[src/hdl/lcd_seq_pkg.sv]
package lcd_seq_pkg;

   // Widths of the transfer fields and of the step counter
   localparam int WaitWidth = 16;
   localparam int StepBits  = 4;

   // Step indexes of the last transfer of a run
   localparam logic [StepBits-1:0] ByteLastStep = 4'd1;
   localparam logic [StepBits-1:0] InitLastStep = 4'd12;
   localparam int InitSteps = 13;

   // Built-in waits of the power-on sequence, in microseconds
   localparam logic [WaitWidth:0] BootWait   = 17'd15000;
   localparam logic [WaitWidth:0] Reset1Wait = 17'd5000;
   localparam logic [WaitWidth:0] Reset2Wait = 17'd1000;

   // Address bases and fixed bytes of the display commands
   localparam logic [7:0] CursorBase = 8'h80;
   localparam logic [7:0] GlyphBase  = 8'h40;
   localparam logic [7:0] ClearByte  = 8'h01;
   localparam logic [7:0] HomeByte   = 8'h02;

   typedef enum logic [2:0] {
      CMD_INIT   = 3'd0,
      CMD_BYTE   = 3'd1,
      CMD_DATA   = 3'd2,
      CMD_CURSOR = 3'd3,
      CMD_CLEAR  = 3'd4,
      CMD_HOME   = 3'd5,
      CMD_GLYPH  = 3'd6
   } cmd_type;

   typedef enum logic [2:0] {
      CSR_ROW1_BASE    = 3'd0,
      CSR_ROW2_BASE    = 3'd1,
      CSR_ROW3_BASE    = 3'd2,
      CSR_ROW4_BASE    = 3'd3,
      CSR_COMMAND_WAIT = 3'd4,
      CSR_DATA_WAIT    = 3'd5,
      CSR_LONG_WAIT    = 3'd6,
      CSR_ENABLE_PULSE = 3'd7
   } csr_index_type;

   typedef enum logic [1:0] {
      RUN_NONE = 2'd0,
      RUN_BYTE = 2'd1,
      RUN_INIT = 2'd2
   } run_kind_type;

   // Wait that follows the low nibble of a byte
   typedef enum logic [1:0] {
      WCLS_CMD  = 2'd0,
      WCLS_DATA = 2'd1,
      WCLS_LONG = 2'd2
   } wait_class_type;

   typedef enum logic [2:0] {
      WSEL_ZERO   = 3'd0,
      WSEL_BOOT   = 3'd1,
      WSEL_RESET1 = 3'd2,
      WSEL_RESET2 = 3'd3,
      WSEL_CMD    = 3'd4,
      WSEL_FINAL  = 3'd5
   } wait_sel_type;

   typedef struct packed {
      logic [3:0]   nibble;
      logic         strobe;
      wait_sel_type wsel;
   } step_entry_type;

   // Controller to datapath
   typedef struct packed {
      logic                capture;
      logic                load;
      logic [StepBits-1:0] step;
      logic                last;
   } ctl_cmd_type;

   // Datapath to controller
   typedef struct packed {
      run_kind_type kind;
   } dp_status_type;

   // Power-on sequence, one entry per transfer
   function automatic step_entry_type init_entry(input logic [StepBits-1:0] step);
      step_entry_type e;
      e = '{nibble: 4'h0, strobe: 1'b1, wsel: WSEL_ZERO};
      case (step)
         4'd0:    e = '{nibble: 4'h0, strobe: 1'b0, wsel: WSEL_BOOT};
         4'd1:    e = '{nibble: 4'h3, strobe: 1'b1, wsel: WSEL_RESET1};
         4'd2:    e = '{nibble: 4'h3, strobe: 1'b1, wsel: WSEL_RESET2};
         4'd3:    e = '{nibble: 4'h3, strobe: 1'b1, wsel: WSEL_RESET2};
         4'd4:    e = '{nibble: 4'h2, strobe: 1'b1, wsel: WSEL_RESET1};
         4'd5:    e = '{nibble: 4'h2, strobe: 1'b1, wsel: WSEL_ZERO};
         4'd6:    e = '{nibble: 4'h8, strobe: 1'b1, wsel: WSEL_CMD};
         4'd7:    e = '{nibble: 4'h0, strobe: 1'b1, wsel: WSEL_ZERO};
         4'd8:    e = '{nibble: 4'hC, strobe: 1'b1, wsel: WSEL_CMD};
         4'd9:    e = '{nibble: 4'h0, strobe: 1'b1, wsel: WSEL_ZERO};
         4'd10:   e = '{nibble: 4'h6, strobe: 1'b1, wsel: WSEL_CMD};
         4'd11:   e = '{nibble: 4'h0, strobe: 1'b1, wsel: WSEL_ZERO};
         4'd12:   e = '{nibble: 4'h1, strobe: 1'b1, wsel: WSEL_FINAL};
         default: e = '{nibble: 4'h0, strobe: 1'b1, wsel: WSEL_ZERO};
      endcase
      return e;
   endfunction

endpackage

[src/hdl/lcd_seq_ctrl.sv]
module lcd_seq_ctrl (
   input  logic                         clock,
   input  logic                         reset,
   input  logic                         req_valid,
   output logic                         req_stall,
   output logic                         rsp_valid,
   input  logic                         rsp_stall,
   input  lcd_seq_pkg::dp_status_type   status,
   output lcd_seq_pkg::ctl_cmd_type     cmd
);

   typedef enum logic [1:0] {
      ST_IDLE = 2'b01,
      ST_RUN  = 2'b10
   } state_type;

   state_type                        state_ff, state_in;
   logic [lcd_seq_pkg::StepBits-1:0] step_ff, step_in;
   logic [lcd_seq_pkg::StepBits-1:0] last_ff, last_in;
   logic                             rsp_valid_ff, rsp_valid_in;
   logic                             out_free;
   logic                             load;
   logic                             at_last;
   logic                             final_load;
   logic                             accept;

   assign out_free   = !rsp_valid_ff || !rsp_stall;
   assign load       = (state_ff == ST_RUN) && out_free;
   assign at_last    = (step_ff == last_ff);
   assign final_load = load && at_last;
   // take a new request while idle or on the cycle that loads the last transfer
   assign req_stall  = !((state_ff == ST_IDLE) || final_load);
   assign accept     = req_valid && !req_stall;

   always_comb begin
      state_in = state_ff;
      step_in  = step_ff;
      last_in  = last_ff;
      priority if (accept) begin
         step_in = '0;
         unique case (status.kind)
            lcd_seq_pkg::RUN_BYTE: begin
               state_in = ST_RUN;
               last_in  = lcd_seq_pkg::ByteLastStep;
            end
            lcd_seq_pkg::RUN_INIT: begin
               state_in = ST_RUN;
               last_in  = lcd_seq_pkg::InitLastStep;
            end
            default: begin
               state_in = ST_IDLE;
            end
         endcase
      end else if (final_load) begin
         state_in = ST_IDLE;
      end else if (load) begin
         step_in = step_ff + 1'b1;
      end else begin
         // hold
         state_in = state_ff;
      end
   end

   always_comb begin
      rsp_valid_in = rsp_valid_ff;
      priority if (load) begin
         rsp_valid_in = 1'b1;
      end else if (!rsp_stall) begin
         rsp_valid_in = 1'b0;
      end else begin
         rsp_valid_in = rsp_valid_ff;
      end
   end

   always_ff @(posedge clock) begin
      if (reset) begin
         state_ff     <= ST_IDLE;
         step_ff      <= '0;
         last_ff      <= '0;
         rsp_valid_ff <= 1'b0;
      end else begin
         state_ff     <= state_in;
         step_ff      <= step_in;
         last_ff      <= last_in;
         rsp_valid_ff <= rsp_valid_in;
      end
   end

   assign rsp_valid   = rsp_valid_ff;
   assign cmd.capture = accept;
   assign cmd.load    = load;
   assign cmd.step    = step_ff;
   assign cmd.last    = at_last;

endmodule

[src/hdl/lcd_seq_datapath.sv]
module lcd_seq_datapath #(
   parameter int WAIT_BITS = 16
) (
   input  logic                         clock,
   input  logic                         reset,
   input  logic                         csr_write_enable,
   input  logic [2:0]                   csr_index,
   input  logic [15:0]                  csr_write_data,
   input  logic [2:0]                   req_cmd,
   input  logic [7:0]                   req_byte_value,
   input  logic [7:0]                   req_column,
   input  logic [2:0]                   req_row,
   input  logic [2:0]                   req_glyph_slot,
   input  lcd_seq_pkg::ctl_cmd_type     cmd,
   output lcd_seq_pkg::dp_status_type   status,
   output logic                         rsp_reg_select,
   output logic [3:0]                   rsp_nibble,
   output logic                         rsp_strobe_res,
   output logic [15:0]                  rsp_wait_after_us,
   output logic                         rsp_last
);

   localparam int WW = lcd_seq_pkg::WaitWidth;
   localparam logic [32:0] WaitMax = (33'd1 << WAIT_BITS) - 33'd1;

   // configuration
   logic [6:0]    row_base_ff [0:3];
   logic [WW-1:0] command_wait_ff;
   logic [WW-1:0] data_wait_ff;
   logic [WW-1:0] long_wait_ff;

   // decoded request
   lcd_seq_pkg::run_kind_type   kind;
   lcd_seq_pkg::wait_class_type wclass;
   logic                        rs;
   logic [7:0]                  cmd_byte;
   logic [7:0]                  cursor_byte;
   logic [6:0]                  row_base;
   logic                        row_ok;

   // captured request
   logic                        init_ff;
   logic                        rs_ff;
   logic [7:0]                  byte_ff;
   lcd_seq_pkg::wait_class_type wclass_ff;

   // transfer being loaded
   lcd_seq_pkg::step_entry_type entry;
   logic [WW:0]                 final_wait;
   logic [WW:0]                 raw_wait;
   logic [WW-1:0]               sat_wait;

   logic                        rsp_reg_select_ff;
   logic [3:0]                  rsp_nibble_ff;
   logic                        rsp_strobe_res_ff;
   logic [WW-1:0]               rsp_wait_after_us_ff;
   logic                        rsp_last_ff;

   always_ff @(posedge clock) begin
      if (reset) begin
         row_base_ff[0]  <= 7'd0;
         row_base_ff[1]  <= 7'd64;
         row_base_ff[2]  <= 7'd16;
         row_base_ff[3]  <= 7'd80;
         command_wait_ff <= 16'd42;
         data_wait_ff    <= 16'd46;
         long_wait_ff    <= 16'd2000;
      end else if (csr_write_enable) begin
         unique case (lcd_seq_pkg::csr_index_type'(csr_index))
            lcd_seq_pkg::CSR_ROW1_BASE:    row_base_ff[0]  <= csr_write_data[6:0];
            lcd_seq_pkg::CSR_ROW2_BASE:    row_base_ff[1]  <= csr_write_data[6:0];
            lcd_seq_pkg::CSR_ROW3_BASE:    row_base_ff[2]  <= csr_write_data[6:0];
            lcd_seq_pkg::CSR_ROW4_BASE:    row_base_ff[3]  <= csr_write_data[6:0];
            lcd_seq_pkg::CSR_COMMAND_WAIT: command_wait_ff <= csr_write_data;
            lcd_seq_pkg::CSR_DATA_WAIT:    data_wait_ff    <= csr_write_data;
            lcd_seq_pkg::CSR_LONG_WAIT:    long_wait_ff    <= csr_write_data;
            // strobe width belongs to the bus driver; no transfer depends on it
            default: ;
         endcase
      end
   end

   assign row_ok      = (req_row >= 3'd1) && (req_row <= 3'd4);
   assign row_base    = row_base_ff[2'(req_row - 3'd1)];
   assign cursor_byte = lcd_seq_pkg::CursorBase + {1'b0, row_base} + req_column;

   always_comb begin
      kind     = lcd_seq_pkg::RUN_BYTE;
      wclass   = lcd_seq_pkg::WCLS_CMD;
      rs       = 1'b0;
      cmd_byte = req_byte_value;
      unique case (lcd_seq_pkg::cmd_type'(req_cmd))
         lcd_seq_pkg::CMD_INIT: begin
            kind   = lcd_seq_pkg::RUN_INIT;
            wclass = lcd_seq_pkg::WCLS_LONG;
         end
         lcd_seq_pkg::CMD_BYTE: begin
            cmd_byte = req_byte_value;
         end
         lcd_seq_pkg::CMD_DATA: begin
            rs     = 1'b1;
            wclass = lcd_seq_pkg::WCLS_DATA;
         end
         lcd_seq_pkg::CMD_CURSOR: begin
            cmd_byte = cursor_byte;
            if (!row_ok) begin
               kind = lcd_seq_pkg::RUN_NONE;
            end
         end
         lcd_seq_pkg::CMD_CLEAR: begin
            cmd_byte = lcd_seq_pkg::ClearByte;
            wclass   = lcd_seq_pkg::WCLS_LONG;
         end
         lcd_seq_pkg::CMD_HOME: begin
            cmd_byte = lcd_seq_pkg::HomeByte;
            wclass   = lcd_seq_pkg::WCLS_LONG;
         end
         lcd_seq_pkg::CMD_GLYPH: begin
            cmd_byte = lcd_seq_pkg::GlyphBase | {2'b00, req_glyph_slot, 3'b000};
         end
         default: begin
            kind = lcd_seq_pkg::RUN_NONE;
         end
      endcase
   end

   assign status.kind = kind;

   always_ff @(posedge clock) begin
      if (cmd.capture) begin
         init_ff   <= (kind == lcd_seq_pkg::RUN_INIT);
         rs_ff     <= rs;
         byte_ff   <= cmd_byte;
         wclass_ff <= wclass;
      end
   end

   always_comb begin
      if (init_ff) begin
         entry = lcd_seq_pkg::init_entry(cmd.step);
      end else if (cmd.step == '0) begin
         entry = '{nibble: byte_ff[7:4], strobe: 1'b1, wsel: lcd_seq_pkg::WSEL_ZERO};
      end else begin
         entry = '{nibble: byte_ff[3:0], strobe: 1'b1, wsel: lcd_seq_pkg::WSEL_FINAL};
      end
   end

   always_comb begin
      unique case (wclass_ff)
         lcd_seq_pkg::WCLS_DATA: final_wait = {1'b0, data_wait_ff};
         lcd_seq_pkg::WCLS_LONG: final_wait = {1'b0, command_wait_ff} + {1'b0, long_wait_ff};
         default:                final_wait = {1'b0, command_wait_ff};
      endcase
   end

   always_comb begin
      unique case (entry.wsel)
         lcd_seq_pkg::WSEL_BOOT:   raw_wait = lcd_seq_pkg::BootWait;
         lcd_seq_pkg::WSEL_RESET1: raw_wait = lcd_seq_pkg::Reset1Wait;
         lcd_seq_pkg::WSEL_RESET2: raw_wait = lcd_seq_pkg::Reset2Wait;
         lcd_seq_pkg::WSEL_CMD:    raw_wait = {1'b0, command_wait_ff};
         lcd_seq_pkg::WSEL_FINAL:  raw_wait = final_wait;
         default:                  raw_wait = '0;
      endcase
   end

   // clamp to the largest wait the bus driver can count
   assign sat_wait = ({16'd0, raw_wait} > WaitMax) ? WaitMax[WW-1:0] : raw_wait[WW-1:0];

   always_ff @(posedge clock) begin
      if (cmd.load) begin
         rsp_reg_select_ff    <= rs_ff && !init_ff;
         rsp_nibble_ff        <= entry.nibble;
         rsp_strobe_res_ff    <= entry.strobe;
         rsp_wait_after_us_ff <= sat_wait;
         rsp_last_ff          <= cmd.last;
      end
   end

   assign rsp_reg_select    = rsp_reg_select_ff;
   assign rsp_nibble        = rsp_nibble_ff;
   assign rsp_strobe_res    = rsp_strobe_res_ff;
   assign rsp_wait_after_us = rsp_wait_after_us_ff;
   assign rsp_last          = rsp_last_ff;

endmodule

[src/hdl/char_lcd_nibble_sequencer.sv]
// Channel   Direction  Handshake            Payload
// req_      in         req_valid/req_stall  cmd, byte_value, column, row, glyph_slot
// rsp_      out        rsp_valid/rsp_stall  reg_select, nibble, strobe_res, wait_after_us, last
// csr_      in         csr_write_enable     csr_index, csr_write_data
//
// One bus transfer leaves per cycle while the output is not stalled, from a single output
// register, so a byte request is sent as 2 transfers and init as 13; some requests send none.
// A new request is taken on the cycle that loads the last transfer of the current run.
// Reset is synchronous and restores the register defaults and an empty output.
// A stalled output register holds its transfer and the sequence pauses behind it.
module char_lcd_nibble_sequencer #(
   parameter int WAIT_BITS = 16
) (
   input  logic        clock,
   input  logic        reset,
   // configuration
   input  logic        csr_write_enable,
   input  logic [2:0]  csr_index,
   input  logic [15:0] csr_write_data,
   // requests
   input  logic        req_valid,
   output logic        req_stall,
   input  logic [2:0]  req_cmd,
   input  logic [7:0]  req_byte_value,
   input  logic [7:0]  req_column,
   input  logic [2:0]  req_row,
   input  logic [2:0]  req_glyph_slot,
   // bus transfers
   output logic        rsp_valid,
   input  logic        rsp_stall,
   output logic        rsp_reg_select,
   output logic [3:0]  rsp_nibble,
   output logic        rsp_strobe_res,
   output logic [15:0] rsp_wait_after_us,
   output logic        rsp_last
);

   // Command and status between sequencer and datapath
   lcd_seq_pkg::ctl_cmd_type   ctl_cmd;
   lcd_seq_pkg::dp_status_type dp_status;

   // Sequencer: step counter, run length, output valid
   lcd_seq_ctrl u_ctrl (
      .clock     (clock),
      .reset     (reset),
      .req_valid (req_valid),
      .req_stall (req_stall),
      .rsp_valid (rsp_valid),
      .rsp_stall (rsp_stall),
      .status    (dp_status),
      .cmd       (ctl_cmd)
   );

   // Datapath: registers, request decode and capture, transfer assembly
   lcd_seq_datapath #(
      .WAIT_BITS (WAIT_BITS)
   ) u_datapath (
      .clock             (clock),
      .reset             (reset),
      .csr_write_enable  (csr_write_enable),
      .csr_index         (csr_index),
      .csr_write_data    (csr_write_data),
      .req_cmd           (req_cmd),
      .req_byte_value    (req_byte_value),
      .req_column        (req_column),
      .req_row           (req_row),
      .req_glyph_slot    (req_glyph_slot),
      .cmd               (ctl_cmd),
      .status            (dp_status),
      .rsp_reg_select    (rsp_reg_select),
      .rsp_nibble        (rsp_nibble),
      .rsp_strobe_res    (rsp_strobe_res),
      .rsp_wait_after_us (rsp_wait_after_us),
      .rsp_last          (rsp_last)
   );

   // Inside a run the next transfer is loaded on the same edge the current one leaves
   a_run_no_gap: assert property (@(posedge clock) disable iff (reset)
      (rsp_valid && !rsp_stall && !rsp_last) |=> rsp_valid)
      else $error("gap inside a transfer run");

   // A wait-only transfer only occurs as the boot wait: command register, nibble zero
   a_wait_only_shape: assert property (@(posedge clock) disable iff (reset)
      (rsp_valid && !rsp_strobe_res) |-> (!rsp_reg_select && rsp_nibble == 4'h0))
      else $error("wait-only transfer with payload");

   // The step counter never runs past the power-on sequence
   a_step_bound: assert property (@(posedge clock) disable iff (reset)
      ctl_cmd.load |-> (ctl_cmd.step <= 4'(lcd_seq_pkg::InitSteps - 1)))
      else $error("step counter out of range");

endmodule
[config.mk]
export PLATFORM = sky130hd
export DESIGN_NAME = char_lcd_nibble_sequencer
export DESIGN_NICKNAME = d
export VERILOG_FILES = /design/src/hdl/lcd_seq_pkg.sv /design/src/hdl/lcd_seq_ctrl.sv /design/src/hdl/lcd_seq_datapath.sv /design/src/hdl/char_lcd_nibble_sequencer.sv
export SDC_FILE = /design/constraint.sdc
export NUM_CORES = 1
export LEC_CHECK = 0
export ABC_AREA = 1
export BUFFER_PORTS_ARGS = -buffer_cell sky130_fd_sc_hd__buf_2
export CORE_UTILIZATION = 55
export DETAILED_ROUTE_END_ITERATION = 10
export GPL_ROUTABILITY_DRIVEN = 0
export GPL_TIMING_DRIVEN = 0
export PLACE_DENSITY = 0.75
export SYNTH_ARGS = -nofsm -noshare
export SYNTH_HDL_FRONTEND = slang
export SYNTH_SLANG_ARGS = --single-unit
[constraint.sdc]
create_clock -name clock -period 6.6 [get_ports clock]
set_clock_uncertainty 0.15 [all_clocks]
set_input_delay 0.33 -clock clock [delete_from_list [all_inputs] [get_ports clock]]
set_output_delay 0.33 -clock clock [all_outputs]
set_load 0.02 [all_outputs]
* Yosys cells after proc, flatten, opt, wreduce, memory -nomap -nowiden *
Memory sizes are Yosys's and may differ from the RTL's. A register that Yosys moved wholly into a read port is not among the register bits.
Cells that the tools add are included.

storage, ports and cells
  register bits = 94
  memory bits (writable) = 28
  ROM bits = 128
  input port bits = 49
  output and inout port bits = 25
  word-level logic and storage cells = 120
  memories = 2

cells by class
  add/subtract/negate cells = 5
  $lt $le $gt $ge = 3
  equal/unequal tests = 25
  mux-type cells = 39
  bitwise gates (word level) = 5
  reductions and logical operators = 25

memories
  name                    depth  width  read ports  clocked after memory_dff  wr ports  line                    source
  (name not given)        16     8      1           1                         0         lcd_seq_pkg.sv:89       case (step)
  u_datapath.row_base_ff  4      7      1           0                         4         lcd_seq_datapath.sv:27  logic [6:0] row_base_ff [0:3];

operators with widths
  kind                                                   number
  one-hot mux 17 bit (5 select lines)                    1
  one-hot mux 17 bit (2 select lines)                    1
  one-hot mux 8 bit (4 select lines)                     1
  2-to-1 mux 7 bit                                       4
  == test 3 bit (second input constant)                  8
  2-to-1 mux 1 bit                                       22
  == test 3 x 2 -> 1 bit (second input constant)         6
  adder 16 x 16 -> 17 bit                                1
  > comparator 17 x 16 -> 1 bit (second input constant)  1
  2-to-1 mux 8 bit                                       2
  AND reduction 2 bit                                    5
  == test 3 x 1 -> 1 bit (second input constant)         3
  adder 8 x 7 -> 8 bit (first input constant)            1
  adder 8 bit                                            1
  2-to-1 mux 4 bit                                       2
  one-hot mux 4 bit (2 select lines)                     1
  == test 2 x 1 -> 1 bit (second input constant)         3
  == test 2 bit (second input constant)                  3
  logical NOT 3 bit                                      2
  2-to-1 mux 2 bit                                       3
  one-hot mux 2 bit (3 select lines)                     1
  logical AND 1 bit                                      5
  OR reduction 5 bit                                     1
  adder 4 x 1 -> 4 bit (second input constant)           1
  14 further kinds                                       23

* Longest topological paths before layout *
  depth in word-level cells = 8
  gate-level depth with buffers = 17
  mapped depth without buffers = 16

* Hierarchy *
A second synthesis with hierarchy kept.

second synthesis, totals
  cells, all modules = 901
  area, all modules = 6825.3 µm²

modules (own cells, without submodules)
  module            instances  cells each  area an instance (µm²)  sequential area each (µm²)
  lcd_seq_datapath  1          827         6282.3                  2822.7
  lcd_seq_ctrl      1          74          543.0                   180.2

* Worst setup path after synthesis *
Ideal clock, no wire load.

  path type = in2reg
  start = in req_row[0]
  end = reg u_datapath.byte_ff[6] (data pin)
  setup time = 0.264 ns
  data arrival time = 2.340 ns
  slack = 3.847 ns
  stages on the path = 16
  buffers on the path = 1
  path through = inv_1 -> clkbuf_1 -> ha_1 -> inv_1 -> o21ai_0 -> o22ai_1 -> ha_1 -> fa_1 -> nand3_1 -> nand3_1 -> nand2_1 -> nand2_1 -> nand2_1 -> nand2_1 -> o21ai_0 -> nand3_1

between the ends
  longest elaborated chain between the ends = 5

RTL lines
  what                                line                             source
  start: declaration                  char_lcd_nibble_sequencer.sv:26  input logic [2:0] req_row,
  subtractor 2 x 1 -> 2 bit           lcd_seq_datapath.sv:84           assign row_base = row_base_ff[2'(req_row - 3'd1)];
  memory read (4 x 7 bit)             n/a
  adder 8 x 7 -> 8 bit                lcd_seq_datapath.sv:85           assign cursor_byte = lcd_seq_pkg::CursorBase + {1'b0, row_base} + req_column;
  adder 8 bit                         lcd_seq_datapath.sv:85
  one-hot mux 8 bit (4 select lines)  lcd_seq_datapath.sv:92           unique case (lcd_seq_pkg::cmd_type'(req_cmd))
  named net u_datapath.cmd_byte[6]    lcd_seq_datapath.sv:36           logic [7:0] cmd_byte;
  end signal: assignment              lcd_seq_datapath.sv:133          byte_ff <= cmd_byte;
  end: declaration                    lcd_seq_datapath.sv:44           logic [7:0] byte_ff;

The timed path passes the listed nets, and every way through them passes these cells.
A chain may end at the register's enable or synchronous reset.

* Worst setup path in the final report *
  start = in req_row[0]
  end = reg u_datapath.byte_ff[5] (data pin)

Same word-level chain as after synthesis.

==> flow_metrics.env <==
export IMPL_clock_latency_ns=0.42
export IMPL_post_cts_setup_buffers=0
export IMPL_antenna_cells=0
export IMPL_power_mw=2.079
export IMPL_antenna_found_initial=0
export IMPL_setup_tns_ns=0
export IMPL_criticalPathCategory="in -> reg"
export IMPL_synthXorXnorAreaFrac_pct=0.3810
export IMPL_grt_total_usage_pct=28.46
export IMPL_worst_path_most_repeated_cell="nand2_1"
export IMPL_period_share_pct=45.45
export IMPL_first_global_vias=5660
export IMPL_yosysSeqAreaShare_pct=45.86
export IMPL_pre_cts_ws_ns=3.208
export IMPL_dp_cells=1115
export IMPL_cp_slowest_cell="ha_1"
export IMPL_slowest_delay_ns=0.38
export IMPL_final_antenna_net_count=0
export IMPL_vias_per_cell=5.471
export IMPL_grt_pass1_wl_mm=27.71
export IMPL_coreArea_um2=12110
export IMPL_ys_ff_latch=127
export IMPL_path_buf_inv=4
export IMPL_outcome="complete, no violations"
export IMPL_numClockSinks=127
export IMPL_crit_path_cell_trace="buf_2 > inv_1 > clkbuf_1 > ha_1 > inv_1 > o21ai_0 > o22ai_1 > ha_1 > a21oi_1 > nand2_1 > nand2_1 > nand2_1 > a21oi_1 > xor2_1 > o21ai_0"
export IMPL_cts_max_path_buffers=2
export IMPL_leakage_nw=3.762
export IMPL_synthMuxAreaShare_pct=0
export IMPL_ctsHoldBuffers=4
export IMPL_reg2reg_depth=9
export IMPL_initial_core_util_pct=56.94
export IMPL_power_per_cell_area_nw_per_um2=257.4
export IMPL_drcViolationCount=0
export IMPL_synth_top_family_by_area="simple AND/OR/NAND/NOR gates"
export IMPL_min_path_cells=3
export IMPL_synth_compound_gate_area_share_pct=15.60
export IMPL_slew_viol_final=0
export IMPL_syn_to_final_growth_pct=17.14
export IMPL_syn_nets=957
export IMPL_numCtsBuffers=17
export IMPL_routedWlPerCell_um=15.11
export IMPL_ioPinCount=74
export IMPL_synth_area_per_cell_um2=7.873
export IMPL_h_tree_depth=4
export IMPL_cts_root_buf="clkbuf_16"
export IMPL_whs_ns=0.02327
export IMPL_final_common_cell="nand2_1"
export IMPL_p_sw_mw=0.5327
export IMPL_synth_simple_area_share_pct=24.64
export IMPL_cp_required_ns=6.61
export IMPL_cts_resized=0
export IMPL_crit_start="req_row[0]"
export IMPL_worstMarginPinSlew_ns=0.6494
export IMPL_synth_area_um2=6897
export IMPL_min_from="csr_write_data[12]"
export IMPL_die_x_um=114.0
export IMPL_fin_util_pct=66.70
export IMPL_rsz0062_at_grt="false"
export IMPL_fin_ws_ns=3.600
export IMPL_clk_pin_slew_ns=0.05
export IMPL_grt_ovfl_total=0
export IMPL_final_hold_viol_count=0
export IMPL_cp_arrival_ns=3.01
export IMPL_dieArea_um2=12990
export IMPL_layout_drive_gt1_share_pct=14.45
export IMPL_dr_pass1_iters=5
export IMPL_cp_start_kind="input pin"
export IMPL_ir_worst_vdd_uv=225.8
export IMPL_fin_nets=1051
export IMPL_pwr_share_comb_pct=13.9
export IMPL_vias=6297
export IMPL_drt_initial_drc_count=460
export IMPL_cp_max_fo=10
export IMPL_finalInstanceArea_um2=8079
export IMPL_drv_cap=0
export IMPL_tritoncts="done"
export IMPL_portBuffers=71
export IMPL_netlist_cell_type_count=40
export IMPL_reg2reg_setup_slack_ns=4.20
export IMPL_pwr_share_clk_pct=43.4
export IMPL_place_hpwl_mm=13.05
export IMPL_setup_viol=0
export IMPL_fill_cells=1049
export IMPL_p_seq_share_pct=42.7
export IMPL_grt_max_degree=29
export IMPL_clock_fmax_mhz=333.4
export IMPL_layout_common_cells="nand2_1, nor2_1, inv_1"
export IMPL_syn_inst=876
export IMPL_routed_wl_mm=17.39
export IMPL_dpl_cell_area_um2=7462
export IMPL_switching_share_pct=25.62
export IMPL_reg2reg_to="u_datapath.rsp_wait_after_us[6]"
export IMPL_dieHeight_um=114.0
export IMPL_endpoint_kind="register"
export IMPL_synth_adder_area_share_pct=6.023
export IMPL_rows=40
export IMPL_period_minus_slack_ns=3.000
export IMPL_min_path_type="in -> reg"
export IMPL_power_internal_mw=1.546
export IMPL_fin_cells=1151
export IMPL_slew_headroom_pct=56.71
export IMPL_yosysWarnings=0
export IMPL_timing_rr_start="u_datapath.command_wait_ff[0]"
export IMPL_min_to="u_datapath.data_wait_ff[12]"
export IMPL_path_delay_family="buffers and inverters"
## state kept, by name, summed over array words and instances, names as in the netlist, named ones only
| register | cells |
|---|---|
| u_datapath.rsp_reg_select | 1 |
| u_datapath.init_ff | 1 |
| u_datapath.rsp_last | 1 |
| u_datapath.rsp_wait_after_us | 16 |
| u_ctrl.rsp_valid | 1 |
| u_datapath.rsp_nibble | 4 |
| u_ctrl.state_ff | 2 |
| u_datapath.long_wait_ff | 16 |
| u_datapath.data_wait_ff | 16 |
| u_datapath.row_base_ff | 28 |
| u_datapath.rs_ff | 1 |
| u_datapath.command_wait_ff | 16 |
| u_datapath.rsp_strobe_res | 1 |
| u_datapath.wclass_ff | 1 |
| u_datapath.byte_ff | 8 |
| u_ctrl.step_ff | 4 |
| u_ctrl.last_ff | 2 |
## synthesized netlist by cell type
cell	number	share of area, %
buf_1	2	0.11
a22oi_1	3	0.33
a21oi_1	85	6.2
nor3_1	4	0.29
and2_1	2	0.18
o21ai_1	4	0.29
o21ai_0	71	5.2
nand4_1	7	0.63
dfxtp_1	65	19
a32o_1	1	0.15
o2111ai_1	2	0.25
o21ai_4	1	0.24
edfxtp_1	62	27
nand2_2	6	0.54
o22ai_1	7	0.63
inv_1	97	5.3
nand3_2	12	1.7
buf_6	2	0.33
o21ai_2	3	0.38
o221ai_1	1	0.13
fa_1	2	0.58
nor2_4	2	0.33
clkinv_1	2	0.11
inv_2	6	0.33
nor2_2	2	0.18
ha_1	30	5.4
nor2_1	107	5.8
nand2_4	2	0.33
o211ai_1	11	1.2
or2_2	3	0.27
nand3_4	1	0.25
nand2_1	187	10
a21boi_0	1	0.11
clkbuf_1	18	0.98
buf_2	5	0.36
a31oi_1	5	0.45
o41ai_1	1	0.13
nand3_1	46	3.3
nand3b_1	5	0.54
xor2_1	3	0.38
## worst reg2reg max path, stage by stage, from the launching register on
cell     delay (ns)
dfxtp_1        0.35
ha_1           0.22
fa_1           0.39
nand2_1        0.12
a21oi_1        0.13
a21oi_1        0.23
o21ai_2        0.12
nand2_4        0.13
buf_6          0.18
nand3_2        0.10
## power groups by stage
| stage | registers, mW | clock network [mW] | logic (mW) |
|---|---|---|---|
| after floorplan | 0.898 | 0 | 0.200 |
| after global placement | 0.902 | 0 | 0.277 |
| after detailed placement | 0.903 | 0 | 0.280 |
| after CTS | 0.887 | 0.907 | 0.285 |
| after global routing | 0.891 | 0.948 | 0.326 |
| final | 0.888 | 0.902 | 0.289 |
## cells by family (layout without fill, tap and decap cells)
| group | count (synthesis) | in the layout |
|---|---|---|
| fa+ha+maj | 32 | 32 |
| buf+inv | 132 | 239 |
| simple gates | 386 | 386 |
| flops | 127 | 127 |
| compound gates | 196 | 196 |
| xor+xnor | 3 | 3 |
## how the worst max path moves through the flow
stage / end / depth (start not counted)
CTS: u_datapath.byte_ff[5] / 15
global placement: u_datapath.byte_ff[5] / 15
finish: u_datapath.byte_ff[5] / 15
floorplan: u_datapath.byte_ff[6] / 16
detailed placement: u_datapath.byte_ff[5] / 15
global route: u_datapath.byte_ff[6] / 17
## cell type report
class / instances / area (um2) / area share (%)
buffer: 27 / 122.6 / 1.518
clock buffer: 27 / 525.5 / 6.505
clock inverter: 5 / 51.30 / 0.6350
inverter: 105 / 394.1 / 4.878
multi-input combinational: 617 / 3217 / 39.82
sequential: 127 / 3163 / 39.15
tap: 168 / 210.2 / 2.602
timing repair buffer: 75 / 395.4 / 4.894
## layer usage
layer  GRT usage (%)  routed length (um)  share of wire [%]  vias to the layer above
li1                -                   -                  -                     3139
met1           40.20                8012                 46                     2870
met2           42.63                7562                 43                      259
met3           6.164                1496                8.6                       29
met4           11.17                 315                1.8                        0
met5               0                   0                  0                        -
Note: power is estimated with default switching activity, not from simulation.
